**src/rtl/core/ndrt_pkg.sv**
```systemverilog
// ----------------------------------------------------------------------------
// ndrt_pkg: shared types and constants for the reverse-transpose address block
// Register indexes, fixed field widths, extent clamping and the control bundle
// passed from the configuration unit to the address walker.
// ----------------------------------------------------------------------------
`default_nettype none

package ndrt_pkg;

    // Fixed widths of the configuration fields
    localparam int NUM_AXES   = 4;
    localparam int RANK_BITS  = 3;
    localparam int SIZE_BITS  = 11;
    localparam int IDX_BITS   = 10;
    localparam int CIDX_BITS  = 3;
    localparam logic [SIZE_BITS-1:0] MAX_EXTENT = 11'd1024;

    // Parameter defaults
    localparam int DEF_MAX_RANK     = 4;
    localparam int DEF_ADDR_BITS    = 20;
    localparam int DEF_ELEMENT_BITS = 32;

    // Configuration register indexes
    localparam logic [CIDX_BITS-1:0] REG_RANK  = 3'd0;
    localparam logic [CIDX_BITS-1:0] REG_AXIS0 = 3'd1;
    localparam logic [CIDX_BITS-1:0] REG_AXIS1 = 3'd2;
    localparam logic [CIDX_BITS-1:0] REG_AXIS2 = 3'd3;
    localparam logic [CIDX_BITS-1:0] REG_AXIS3 = 3'd4;

    // Control bundle from the configuration unit to the walker
    typedef struct packed {
        logic                 busy;
        logic                 restart;
        logic                 out_of_range;
        logic [RANK_BITS-1:0] rank;
    } ndrt_ctrl_t;

    // Clamp a written size to 1..1024 and return extent minus one
    function automatic logic [IDX_BITS-1:0] ext_m1_f(input logic [SIZE_BITS-1:0] v);
        logic [SIZE_BITS-1:0] c;
        begin
            c = v;
            if (c == '0) begin
                c = 11'd1;
            end
            if (c > MAX_EXTENT) begin
                c = MAX_EXTENT;
            end
            ext_m1_f = IDX_BITS'(c - 11'd1);
        end
    endfunction

endpackage

`default_nettype wire

```
**src/rtl/core/ndrt_cfg.sv**
```systemverilog
// ----------------------------------------------------------------------------
// ndrt_cfg: configuration registers and stride setup sequencer
// Holds rank and extents, and after reset or any write to a listed register
// steps through the axes, one multiply per cycle, to build strides, walk
// deltas and the oversize flag.
// ----------------------------------------------------------------------------
`default_nettype none

module ndrt_cfg
    import ndrt_pkg::*;
#(
    parameter int MAX_RANK  = DEF_MAX_RANK,
    parameter int ADDR_BITS = DEF_ADDR_BITS
) (
    input  wire logic                 aclk,
    input  wire logic                 aresetn,
    input  wire logic                 cfg_valid,
    input  wire logic [CIDX_BITS-1:0] cfg_index,
    input  wire logic [SIZE_BITS-1:0] cfg_data,
    output ndrt_ctrl_t                ctrl,
    output logic [IDX_BITS-1:0]       extm1 [(MAX_RANK < NUM_AXES) ? MAX_RANK : NUM_AXES],
    output logic [ADDR_BITS-1:0]      delta [(MAX_RANK < NUM_AXES) ? MAX_RANK : NUM_AXES]
);

    localparam int AXES   = (MAX_RANK < NUM_AXES) ? MAX_RANK : NUM_AXES;
    localparam int PW     = ADDR_BITS + SIZE_BITS;
    localparam int SW     = ADDR_BITS + 2;
    localparam int SPW    = SW + SIZE_BITS;
    localparam logic [SPW-1:0] LIMIT = SPW'(1) << ADDR_BITS;
    localparam logic [SW-1:0]  SAT   = SW'(LIMIT) + SW'(1);

    logic [RANK_BITS-1:0] rank_reg;
    logic [IDX_BITS-1:0]  extm1_reg [AXES];
    logic                 run_reg;
    logic [RANK_BITS-1:0] seq_reg;
    logic [ADDR_BITS-1:0] prod_reg;
    logic [SW-1:0]        psat_reg;
    logic [ADDR_BITS-1:0] stride_reg [AXES+1];
    logic [ADDR_BITS-1:0] stride_r_reg;
    logic [ADDR_BITS-1:0] delta_reg [AXES];
    logic                 oor_reg;

    logic                 wr_ok;
    logic [SIZE_BITS-1:0] ext_sel;
    logic [PW-1:0]        prod_full;
    logic [SPW-1:0]       psat_full;
    logic [SW-1:0]        psat_clip;

    // Writes beyond the register list are dropped without a restart
    assign wr_ok = cfg_valid && (cfg_index <= REG_AXIS3);

    always_comb begin
        ext_sel = '0;
        for (int a = 0; a < AXES; a++) begin
            if (seq_reg == RANK_BITS'(a)) begin
                ext_sel = SIZE_BITS'(extm1_reg[a]) + SIZE_BITS'(1);
            end
        end
        prod_full = PW'(prod_reg) * PW'(ext_sel);
        psat_full = SPW'(psat_reg) * SPW'(ext_sel);
        psat_clip = (psat_full > LIMIT) ? SAT : SW'(psat_full);
    end

    always_ff @(posedge aclk) begin
        if (!aresetn) begin
            rank_reg <= RANK_BITS'(1);
            for (int a = 0; a < AXES; a++) begin
                extm1_reg[a] <= '0;
            end
        end else if (wr_ok) begin
            unique case (cfg_index) inside
                REG_RANK: begin
                    if (cfg_data[RANK_BITS-1:0] == '0) begin
                        rank_reg <= RANK_BITS'(1);
                    end else if (cfg_data[RANK_BITS-1:0] > RANK_BITS'(AXES)) begin
                        rank_reg <= RANK_BITS'(AXES);
                    end else begin
                        rank_reg <= cfg_data[RANK_BITS-1:0];
                    end
                end
                REG_AXIS0, REG_AXIS1, REG_AXIS2, REG_AXIS3: begin
                    for (int a = 0; a < AXES; a++) begin
                        if (cfg_index == REG_AXIS0 + CIDX_BITS'(a)) begin
                            extm1_reg[a] <= ext_m1_f(cfg_data);
                        end
                    end
                end
                default: begin
                end
            endcase
        end
    end

    // Setup sequencer: steps 0..AXES-1 multiply, step AXES forms the deltas
    always_ff @(posedge aclk) begin
        if (!aresetn || wr_ok) begin
            run_reg       <= 1'b1;
            seq_reg       <= '0;
            prod_reg      <= ADDR_BITS'(1);
            psat_reg      <= SW'(1);
            stride_reg[0] <= ADDR_BITS'(1);
        end else if (run_reg) begin
            if (seq_reg == RANK_BITS'(AXES)) begin
                for (int a = 0; a < AXES; a++) begin
                    delta_reg[a] <= stride_reg[a] + stride_reg[a+1] - stride_r_reg;
                end
                oor_reg <= (SPW'(psat_reg) > LIMIT);
                run_reg <= 1'b0;
            end else begin
                prod_reg <= ADDR_BITS'(prod_full);
                for (int a = 0; a < AXES; a++) begin
                    if (seq_reg == RANK_BITS'(a)) begin
                        stride_reg[a+1] <= ADDR_BITS'(prod_full);
                    end
                end
                if (seq_reg < rank_reg) begin
                    psat_reg <= psat_clip;
                end
                if (seq_reg + RANK_BITS'(1) == rank_reg) begin
                    stride_r_reg <= ADDR_BITS'(prod_full);
                end
                seq_reg <= seq_reg + RANK_BITS'(1);
            end
        end
    end

    always_comb begin
        ctrl.busy         = run_reg;
        ctrl.restart      = wr_ok;
        ctrl.out_of_range = oor_reg;
        ctrl.rank         = rank_reg;
        for (int a = 0; a < AXES; a++) begin
            extm1[a] = extm1_reg[a];
            delta[a] = delta_reg[a];
        end
    end

endmodule

`default_nettype wire

```
**src/rtl/core/ndrt_walk.sv**
```systemverilog
// ----------------------------------------------------------------------------
// ndrt_walk: per-axis index counters and running destination offset
// Forms one result per accepted element and advances the counters with a
// single carry pass and one add of a precomputed delta.
// ----------------------------------------------------------------------------
`default_nettype none

module ndrt_walk
    import ndrt_pkg::*;
#(
    parameter int MAX_RANK     = DEF_MAX_RANK,
    parameter int ADDR_BITS    = DEF_ADDR_BITS,
    parameter int ELEMENT_BITS = DEF_ELEMENT_BITS
) (
    input  wire logic                    aclk,
    input  wire logic                    aresetn,
    input  wire ndrt_ctrl_t              ctrl,
    input  wire logic [IDX_BITS-1:0]     extm1 [(MAX_RANK < NUM_AXES) ? MAX_RANK : NUM_AXES],
    input  wire logic [ADDR_BITS-1:0]    delta [(MAX_RANK < NUM_AXES) ? MAX_RANK : NUM_AXES],
    input  wire logic                    step,
    input  wire logic [ELEMENT_BITS-1:0] element_value,
    output logic [ELEMENT_BITS+ADDR_BITS+1:0] result
);

    localparam int AXES = (MAX_RANK < NUM_AXES) ? MAX_RANK : NUM_AXES;

    logic [IDX_BITS-1:0]  idx_reg [AXES];
    logic [ADDR_BITS-1:0] offset_reg;

    logic [AXES-1:0]      used;
    logic [AXES-1:0]      wrap;
    logic [AXES-1:0]      carry_in;
    logic [AXES-1:0]      inc;
    logic                 all_wrap;
    logic [ADDR_BITS-1:0] add_sel;

    always_comb begin
        all_wrap = 1'b1;
        add_sel  = '0;
        for (int a = AXES - 1; a >= 0; a--) begin
            used[a]     = (RANK_BITS'(a) < ctrl.rank);
            wrap[a]     = (idx_reg[a] == extm1[a]);
            carry_in[a] = all_wrap;
            all_wrap    = all_wrap && (wrap[a] || !used[a]);
        end
        for (int a = 0; a < AXES; a++) begin
            inc[a] = used[a] && carry_in[a] && !wrap[a];
            if (inc[a]) begin
                add_sel = add_sel | delta[a];
            end
        end
    end

    assign result = {element_value, offset_reg, all_wrap, ctrl.out_of_range};

    always_ff @(posedge aclk) begin
        if (!aresetn || ctrl.restart) begin
            offset_reg <= '0;
            for (int a = 0; a < AXES; a++) begin
                idx_reg[a] <= '0;
            end
        end else if (step) begin
            offset_reg <= all_wrap ? '0 : offset_reg + add_sel;
            for (int a = 0; a < AXES; a++) begin
                if (used[a] && carry_in[a]) begin
                    idx_reg[a] <= wrap[a] ? '0 : idx_reg[a] + IDX_BITS'(1);
                end
            end
        end
    end

endmodule

`default_nettype wire

```
**src/rtl/core/ndrt_skid.sv**
```systemverilog
// ----------------------------------------------------------------------------
// ndrt_skid: result register with one skid entry
// Decouples the result channel so that a new transfer is taken while the
// previous result waits.
// ----------------------------------------------------------------------------
`default_nettype none

module ndrt_skid #(
    parameter int WIDTH = 8
) (
    input  wire logic             aclk,
    input  wire logic             aresetn,
    input  wire logic             in_valid,
    output logic                  in_ready,
    input  wire logic [WIDTH-1:0] in_data,
    output logic                  out_valid,
    input  wire logic             out_ready,
    output logic [WIDTH-1:0]      out_data
);

    logic             out_valid_reg;
    logic [WIDTH-1:0] out_data_reg;
    logic             skid_valid_reg;
    logic [WIDTH-1:0] skid_data_reg;

    assign in_ready  = !skid_valid_reg;
    assign out_valid = out_valid_reg;
    assign out_data  = out_data_reg;

    always_ff @(posedge aclk) begin
        if (!aresetn) begin
            out_valid_reg  <= 1'b0;
            skid_valid_reg <= 1'b0;
        end else if (!out_valid_reg || out_ready) begin
            // output slot frees up: drain the skid entry first
            if (skid_valid_reg) begin
                out_data_reg   <= skid_data_reg;
                out_valid_reg  <= 1'b1;
                skid_valid_reg <= 1'b0;
            end else begin
                out_data_reg  <= in_data;
                out_valid_reg <= in_valid;
            end
        end else if (in_valid) begin
            skid_data_reg  <= in_data;
            skid_valid_reg <= 1'b1;
        end
    end

endmodule

`default_nettype wire

```
**src/rtl/core/nd_axis_reverse_transpose_addr.sv**
```systemverilog
// ----------------------------------------------------------------------------
// nd_axis_reverse_transpose_addr: scatter addresses for a reversing transpose
// Streams row-major source elements of a rank 1..4 array and tags each with
// its offset in the axis-reversed, row-major destination array.
// ----------------------------------------------------------------------------
//
//  channel   direction  handshake            payload
//  s_*       in         s_valid / s_ready    s_element_value
//  m_*       out        m_valid / m_ready    m_element_out, m_dest_address,
//                                            m_last_element, m_out_of_range
//  cfg_*     in         cfg_valid/cfg_ready  cfg_index, cfg_data
//
//  One element per cycle while s_ready is high: the counters and offset update
//  with one carry pass and one add; the result is registered in the output
//  register, or in the skid entry if the output is stalled. After reset and
//  every write to a listed register the setup sequencer runs one multiply per
//  axis plus a final delta step with s_ready low; configuration writes are
//  always taken. A stalled m_ready lets one more transfer into the skid entry,
//  then s_ready drops until the output drains.
// ----------------------------------------------------------------------------
`default_nettype none

module nd_axis_reverse_transpose_addr
    import ndrt_pkg::*;
#(
    parameter int MAX_RANK     = DEF_MAX_RANK,
    parameter int ADDR_BITS    = DEF_ADDR_BITS,
    parameter int ELEMENT_BITS = DEF_ELEMENT_BITS
) (
    input  wire logic                    aclk,
    input  wire logic                    aresetn,
    // element input
    input  wire logic                    s_valid,
    output logic                         s_ready,
    input  wire logic [ELEMENT_BITS-1:0] s_element_value,
    // result output
    output logic                         m_valid,
    input  wire logic                    m_ready,
    output logic [ELEMENT_BITS-1:0]      m_element_out,
    output logic [ADDR_BITS-1:0]         m_dest_address,
    output logic                         m_last_element,
    output logic                         m_out_of_range,
    // register writes
    input  wire logic                    cfg_valid,
    output logic                         cfg_ready,
    input  wire logic [CIDX_BITS-1:0]    cfg_index,
    input  wire logic [SIZE_BITS-1:0]    cfg_data
);

    localparam int AXES = (MAX_RANK < NUM_AXES) ? MAX_RANK : NUM_AXES;
    localparam int RW   = ELEMENT_BITS + ADDR_BITS + 2;

    ndrt_ctrl_t           ctrl;
    logic [IDX_BITS-1:0]  extm1 [AXES];
    logic [ADDR_BITS-1:0] delta [AXES];
    logic [RW-1:0]        result;
    logic [RW-1:0]        out_data;
    logic                 skid_ready;
    logic                 step;

    // Register writes never stall
    assign cfg_ready = 1'b1;

    // Hold input while strides are being rebuilt or the skid entry is full
    assign s_ready = skid_ready && !ctrl.busy;
    assign step    = s_valid && s_ready;

    ndrt_cfg #(
        .MAX_RANK  (MAX_RANK),
        .ADDR_BITS (ADDR_BITS)
    ) u_cfg (
        .aclk      (aclk),
        .aresetn   (aresetn),
        .cfg_valid (cfg_valid),
        .cfg_index (cfg_index),
        .cfg_data  (cfg_data),
        .ctrl      (ctrl),
        .extm1     (extm1),
        .delta     (delta)
    );

    ndrt_walk #(
        .MAX_RANK     (MAX_RANK),
        .ADDR_BITS    (ADDR_BITS),
        .ELEMENT_BITS (ELEMENT_BITS)
    ) u_walk (
        .aclk          (aclk),
        .aresetn       (aresetn),
        .ctrl          (ctrl),
        .extm1         (extm1),
        .delta         (delta),
        .step          (step),
        .element_value (s_element_value),
        .result        (result)
    );

    // Advance each accepted transfer into the output register or skid entry
    ndrt_skid #(
        .WIDTH (RW)
    ) u_skid (
        .aclk      (aclk),
        .aresetn   (aresetn),
        .in_valid  (step),
        .in_ready  (skid_ready),
        .in_data   (result),
        .out_valid (m_valid),
        .out_ready (m_ready),
        .out_data  (out_data)
    );

    assign m_element_out  = out_data[RW-1 -: ELEMENT_BITS];
    assign m_dest_address = out_data[ADDR_BITS+1:2];
    assign m_last_element = out_data[1];
    assign m_out_of_range = out_data[0];

endmodule

`default_nettype wire

```
**config.mk**
```make
export PLATFORM = sky130hd
export DESIGN_NAME = nd_axis_reverse_transpose_addr
export DESIGN_NICKNAME = d
export VERILOG_FILES = /design/src/rtl/core/ndrt_pkg.sv /design/src/rtl/core/ndrt_cfg.sv /design/src/rtl/core/ndrt_walk.sv /design/src/rtl/core/ndrt_skid.sv /design/src/rtl/core/nd_axis_reverse_transpose_addr.sv
export SDC_FILE = /design/constraint.sdc
export NUM_CORES = 2
export LEC_CHECK = 0
export ABC_AREA = 1
export BUFFER_PORTS_ARGS = -buffer_cell sky130_fd_sc_hd__buf_2
export CAP_MARGIN = 20
export CORE_MARGIN = 1.5
export CORE_UTILIZATION = 40
export CTS_BUF_LIST = sky130_fd_sc_hd__clkbuf_4
export CTS_CLUSTER_DIAMETER = 50
export DETAILED_ROUTE_END_ITERATION = 10
export GPL_ROUTABILITY_DRIVEN = 0
export HOLD_SLACK_MARGIN = 0.15
export SLEW_MARGIN = 30
export SYNTH_ARGS = -nofsm -noshare
export SYNTH_HDL_FRONTEND = slang
export SYNTH_SLANG_ARGS = --single-unit
export TNS_END_PERCENT = 20
```
**constraint.sdc**
```tcl
create_clock -name aclk -period 9.26 [get_ports aclk]
set_input_delay 0.926 -clock aclk [delete_from_list [all_inputs] [get_ports aclk]]
set_output_delay 0.926 -clock aclk [all_outputs]
set_load 0.1 [all_outputs]
```
# Word-level counts from Yosys, hierarchy flattened
# Memories as Yosys holds them, arrays and structs flattened.
# Cells that the tools add are included.
# Widths: inputs -> output; s select.
[word_totals]
wordCells = 269
n_memories = 4
output_inout_bits = 57
ff_bits = 200
ram_bits = 260
in_bits = 51
[classes]
n_reduce_logical = 48
muxes = 140
order_cmp = 13
eq_ne = 13
bitwise_logic = 15
addsub = 22
mul = 2
[mem_list]
columns = ["memory", "depth", "width", "rd", "rd_clocked_by_memory_dff", "write_ports", "line", "text"]
rows = [
  ["u_cfg.stride_reg", 5, 20, 5, 0, 1, "ndrt_cfg.sv:38", "logic [ADDR_BITS-1:0] stride_reg [AXES+1];"],
  ["u_cfg.delta_reg", 4, 20, 4, 0, 4, "ndrt_cfg.sv:40", "logic [ADDR_BITS-1:0] delta_reg [AXES];"],
  ["u_cfg.extm1_reg", 4, 10, 4, 0, 4, "ndrt_cfg.sv:33", "logic [IDX_BITS-1:0] extm1_reg [AXES];"],
  ["u_walk.idx_reg", 4, 10, 4, 0, 4, "ndrt_walk.sv:27", "logic [IDX_BITS-1:0] idx_reg [AXES];"],
]
[ops]
columns = ["operator", "n"]
rows = [
  ["$mux 10", 32],
  ["$mux 11", 21],
  ["$mux 20", 9],
  ["$add 20x20->20", 5],
  ["$reduce_or 20->1", 4],
  ["$sub 20x20->20", 4],
  ["$mux 1", 70],
  ["$or 20x20->20", 3],
  ["$mux 54", 1],
  ["$add 10x1->11 const B", 4],
  ["$gt 11x11->1 const B", 4],
  ["$add 10x1->10 const B", 4],
  ["$eq 10x10->1", 4],
  ["$sub 10x1->10 const B", 4],
  ["$gt 33x21->1 const B", 1],
  ["$mul 22x11->33", 1],
  ["$gt 22x21->1 const B", 1],
  ["$mux 22", 1],
  ["$mul 20x11->20", 1],
  ["$mux 3", 6],
  ["$logic_and 1x1->1", 13],
  ["$eq 3x2->1 const B", 4],
  ["$logic_not 1->1", 12],
  ["$logic_not 11->1", 1],
  ["18 further kinds", 43],
]

# Longest topological paths before layout
[logic_depth]
depth_word = 16
mapped_depth = 44
ltp_nobuf = 41

# Hierarchy
# A second synthesis with hierarchy kept.
[unflattened]
hier_cells = 4284
hier_area_um2 = 37372.1
[by_module_without_submodules]
columns = ["module", "cells_per_inst", "seq_area_each_um2", "area_each_um2", "instances"]
rows = [
  ["ndrt_cfg", 3224, 7617.3, 28016.9, 1],
  ["ndrt_walk", 760, 1601.5, 5302.6, 1],
  ["ndrt_skid", 293, 3283.1, 4017.6, 1],
  ["nd_axis_reverse_transpose_addr", 7, 0.0, 35.0, 1],
]

# Worst setup path after synthesis
# No wires, ideal clock.
[synth_path]
kind = "reg2reg"
startpoint = "register u_cfg.seq_reg[1]"
endpoint = "register u_cfg.psat_reg[0]"
n_path_buf = 3
setup_time_ps = 115
arrival_time_ps = 6514
required_time_ps = 9145
period_less_slack_ps = 6629
slack_ps = 2631
path_stages_with_launch = 39
path_cell_list = "dfxtp_1 > inv_1 > ha_1 > inv_1 > nor2_1 > buf_4 > nand2_1 > o21ai_0 > nand2_1 > nand3_1 > nand2_1 > inv_1 > clkbuf_1 > nand2_1 > fa_1 > fa_1 > inv_1 > fa_1 > [3 not listed] > inv_1 > ha_1 > nand2_2 > inv_1 > a21oi_2 > nand2_1 > nand2_1 > nand3_2 > a21oi_1 > xor2_1 > nand3_1 > nor2_1 > nand4_1 > nand2_2 > buf_6 > nand2_1 > nand2_1 > nand2_1"
[synth_between]
elab_chain_len = 8
word_cells_on_any_way = 15
classes_between = "mul: 1; order compare: 2; eq/ne: 4; mux: 5; bitwise: 1; reduce/logical: 2"
[synth_lines]
columns = ["element", "line", "text"]
rows = [
  ["start, declared", "ndrt_cfg.sv:35", "logic [RANK_BITS-1:0] seq_reg;"],
  ["start signal, assigned", "ndrt_cfg.sv:122", "seq_reg <= seq_reg + RANK_BITS'(1);"],
  ["$logic_not 3->1", "ndrt_cfg.sv:55", "if (seq_reg == RANK_BITS'(a)) begin"],
  ["$mux 11 (4 in a row)", "ndrt_cfg.sv:55", ""],
  ["$mul 22x11->33", "ndrt_cfg.sv:60", "psat_full = SPW'(psat_reg) * SPW'(ext_sel);"],
  ["$gt 33x21->1", "ndrt_cfg.sv:61", "psat_clip = (psat_full > LIMIT) ? SAT : SW'(psat_full);"],
  ["$mux 22", "ndrt_cfg.sv:61", ""],
  ["end signal, assigned", "ndrt_cfg.sv:117", "psat_reg <= psat_clip;"],
  ["end, declared", "ndrt_cfg.sv:37", "logic [SW-1:0] psat_reg;"],
]
# Several ways; a longest one is shown, not always the timed one.
# A chain may end at the register's enable or synchronous reset.

# Worst setup path in the final report
[layout_path]
startpoint = "register u_cfg.seq_reg[1]"
endpoint = "register u_cfg.psat_reg[18]"
# The elaborated chain is that of the path after synthesis.

==> impl_metrics.csv <==
group,metric,value,unit
status,status,"finished clean",
routing,routed-wl-met2,43000,um
worst_setup_path,worstPathMaxFanout,15,
worst_setup_path,path_common_cell,"inv_1",
yosys,ys_types,57,
die,core-area,0.0914,mm^2
timing,drv_slew,0,
yosys,avgSynthCellArea,8.73,um^2
global_route,grt_pass1_vias,28200,
routing,drt_first_pass_iters,6,
layout,syn2layout_area_growth,10.6,%
worst_setup_path,arrival,9.24,ns
timing,rsz0062_at_grt,"false",
global_route,antenna_found_initial,2,
yosys,synth_async_sr_flop_share,0,%
clock_network,clk_pin_slew_worst_paths,0.07,ns
routing,dr.first_iter.drc_count,1767,
yosys,ys.flop_type,"edfxtp_1",
layout,layout-drive-gt1-share,9.59,%
die,die_width,306,um
clock_network,clk_latency,0.96,ns
pwr,total_power,14.3,mW
routing,ant_nets,0,
timing,relSlewSlack,46.1,%
run,maxCapViolCount,0,
timing,tns,0,ns
timing,max_freq,120,MHz
clock_network,cts_root_buf,"clkbuf_4",
placed_design,hpwl,70700,um
layout,fin_cells,5694,
routing,wl_met3,4730,um
pwr,p_per_area,351,mW/mm^2
yosys,ys_seq_elements,440,
timing,worstMarginPinSlew,0.808,ns
placed_design,portBuffers,106,
routing,top_layer,"met4",
pwr,leakage,18.4,nW
timing,fin_crit,8.36,ns
min_path,min_path_type,"in -> reg",
clock_network,tritoncts,"done",
clock_network,cts_buffers,116,
routing,wl_met1,39500,um
yosys,synth_edf_count,369,
routing,vias,27800,
routing,via_per_inst,4.88,
timing,finalCritPeriodShare,90.2,%
worst_setup_path,max_stage_delay,0.61,ns
yosys,synth_nets,4856,
yosys,netlist_area,0.0368,mm^2
timing,finalHoldViolations,0,
worst_setup_path,worst_path_max_delay_cell,"nor2_1",
die,start_util,40.3,%
layout,final_common_cell,"nand2_1",
die,die_h,306,um
worst_setup_path,critPathKind,"reg -> reg",
timing,setup_violations,0,
worst_setup_path,end_kind,"flip-flop",
clock_network,cts_buffer_depth,3,
worst_setup_path,required,10.14,ns
die,num_rows,111,
yosys,postSynthCellCount,4215,
clock_network,cts_htree_levels,3,
clock_network,post_cts_resized,0,
timing,skew,0.108,ns
global_route,grt-ovfl-total,0,
worst_setup_path,start_kind,"flip-flop",
die,io_pins,108,
clock_network,clock_sinks,440,
placed_design,dp.cells,5442,
routing,wl_per_cell,15.8,um
routing,drc,0,
die,die_area,0.0939,mm^2
pwr,ir_drop,0.223,mV
routing,wl,89800,um
layout,nNetsFinal,5046,
layout,mostFrequentLayoutCells,"nand2_1, inv_1, nor2_1",
clock_network,post-cts-setup-buffers,0,
global_route,grt_pass1_wl,147000,um
global_route,grt_usage,19.6,%
global_route,grt_max_degree,64,
yosys,yosysWarningCount,0,
yosys,ys_seq_area_share,34.0,%
-- stage by stage --
stage	hold WS (ns)	setup WS, ns	area [um^2]	util [%]
global route	0.196	0.426	40700	44.5
floorplan	0.427	2.63	36800	-
finish	0.261	0.903	40700	44.5
detailed placement	0.454	1.05	38700	42.4
CTS	0.178	1.00	40700	44.5
global placement	0.457	1.26	38700	42.4
-- report_power, final --
group	internal, mW	switching (mW)
sequential	3.07	0.297
clock	1.01	0.856
combinational	3.11	5.93
-- routing by layer --
layer	up-vias	global-route usage (%)
met5	-	0
met4	0	6.72
met2	743	33.6
met3	164	2.76
li1	13700	-
met1	13100	25.3
-- what timing repair did --
| action | CTS | global route |
|---|---|---|
| endpoints found under the hold margin | 38 | 0 |
| setup endpoints to repair | 0 | 0 |
| hold buffers | 31 | 0 |
-- critical path, delay by kind of cell (launching register included) --
kind            cells  cell delay [ns]
simple gates       17             3.10
compound gates      3             0.45
xor+xnor            1             0.17
fa+ha+maj           7             2.96
flops               1             0.35
buf+inv             9             1.24
-- layout make-up --
| type | instances | area, um^2 |
|---|---|---|
| Fill cell | 8990 | 50700 |
| Timing Repair Buffer | 175 | 1130 |
| Tap cell | 1186 | 1480 |
| Inverter | 821 | 3080 |
| Antenna cell | 5 | 12.5 |
| Sequential cell | 440 | 12500 |
| Multi-Input combinational cell | 2851 | 20800 |
| Clock inverter | 42 | 338 |
| Clock buffer | 174 | 1310 |
-- path summary, 6_finish.rpt --
check / startpoint / end / slack (ns) / cells after the start
min: s_element_value[0] / u_skid.skid_data_reg[22]$_DFFE_PP_ / 0.26 / 1
min reg2reg: u_walk.offset_reg[1]$_SDFFE_PN0P_ / u_skid.skid_data_reg[3]$_DFFE_PP_ / 0.47 / 0
max: u_cfg.seq_reg[1]$_SDFFE_PN0P_ / u_cfg.psat_reg[18]$_SDFFE_PN0P_ / 0.90 / 37
max reg2reg: u_cfg.seq_reg[1]$_SDFFE_PN0P_ / u_cfg.psat_reg[18]$_SDFFE_PN0P_ / 0.90 / 37
-- cell families (layout without fill, tap and decap cells) --
| kind of cell | Yosys count | after routing | synth area share (%) |
|---|---|---|---|
| AND/OR/NAND/NOR | 1676 | 1676 | 18.6 |
| AO/OA/AOI/OAI | 414 | 414 | 6.67 |
| buffers and inverters | 924 | 1212 | 9.53 |
| adder cells (fa/ha/maj) | 590 | 590 | 27.2 |
| XOR/XNOR | 170 | 170 | 4.04 |
| other | 1 | 6 | 0.0102 |
| flip-flops | 440 | 440 | 34.0 |
-- synthesized netlist by cell type (all sizes together) (7+ instances only) --
master / number / area (um^2)
a21boi: 7 / 75.1
a21oi: 206 / 1120
nor2: 438 / 1670
a21o: 8 / 60.1
o21ai: 105 / 544
clkbuf: 78 / 294
buf: 25 / 131
nand4: 46 / 288
xor2: 110 / 963
fa: 349 / 6990
nand3b: 10 / 75.1
ha: 241 / 3020
nand2: 981 / 3760
o22ai: 7 / 43.8
dfxtp: 71 / 1420
xnor2: 60 / 526
a22oi: 18 / 135
inv: 817 / 3070
nor3: 33 / 170
o211ai: 7 / 52.6
nand3: 140 / 706
a31oi: 12 / 75.1
edfxtp: 369 / 11100
o21bai: 20 / 154
a211oi: 8 / 60.1
nor4: 13 / 81.3
Note: power is estimated with default switching activity, not from simulation.
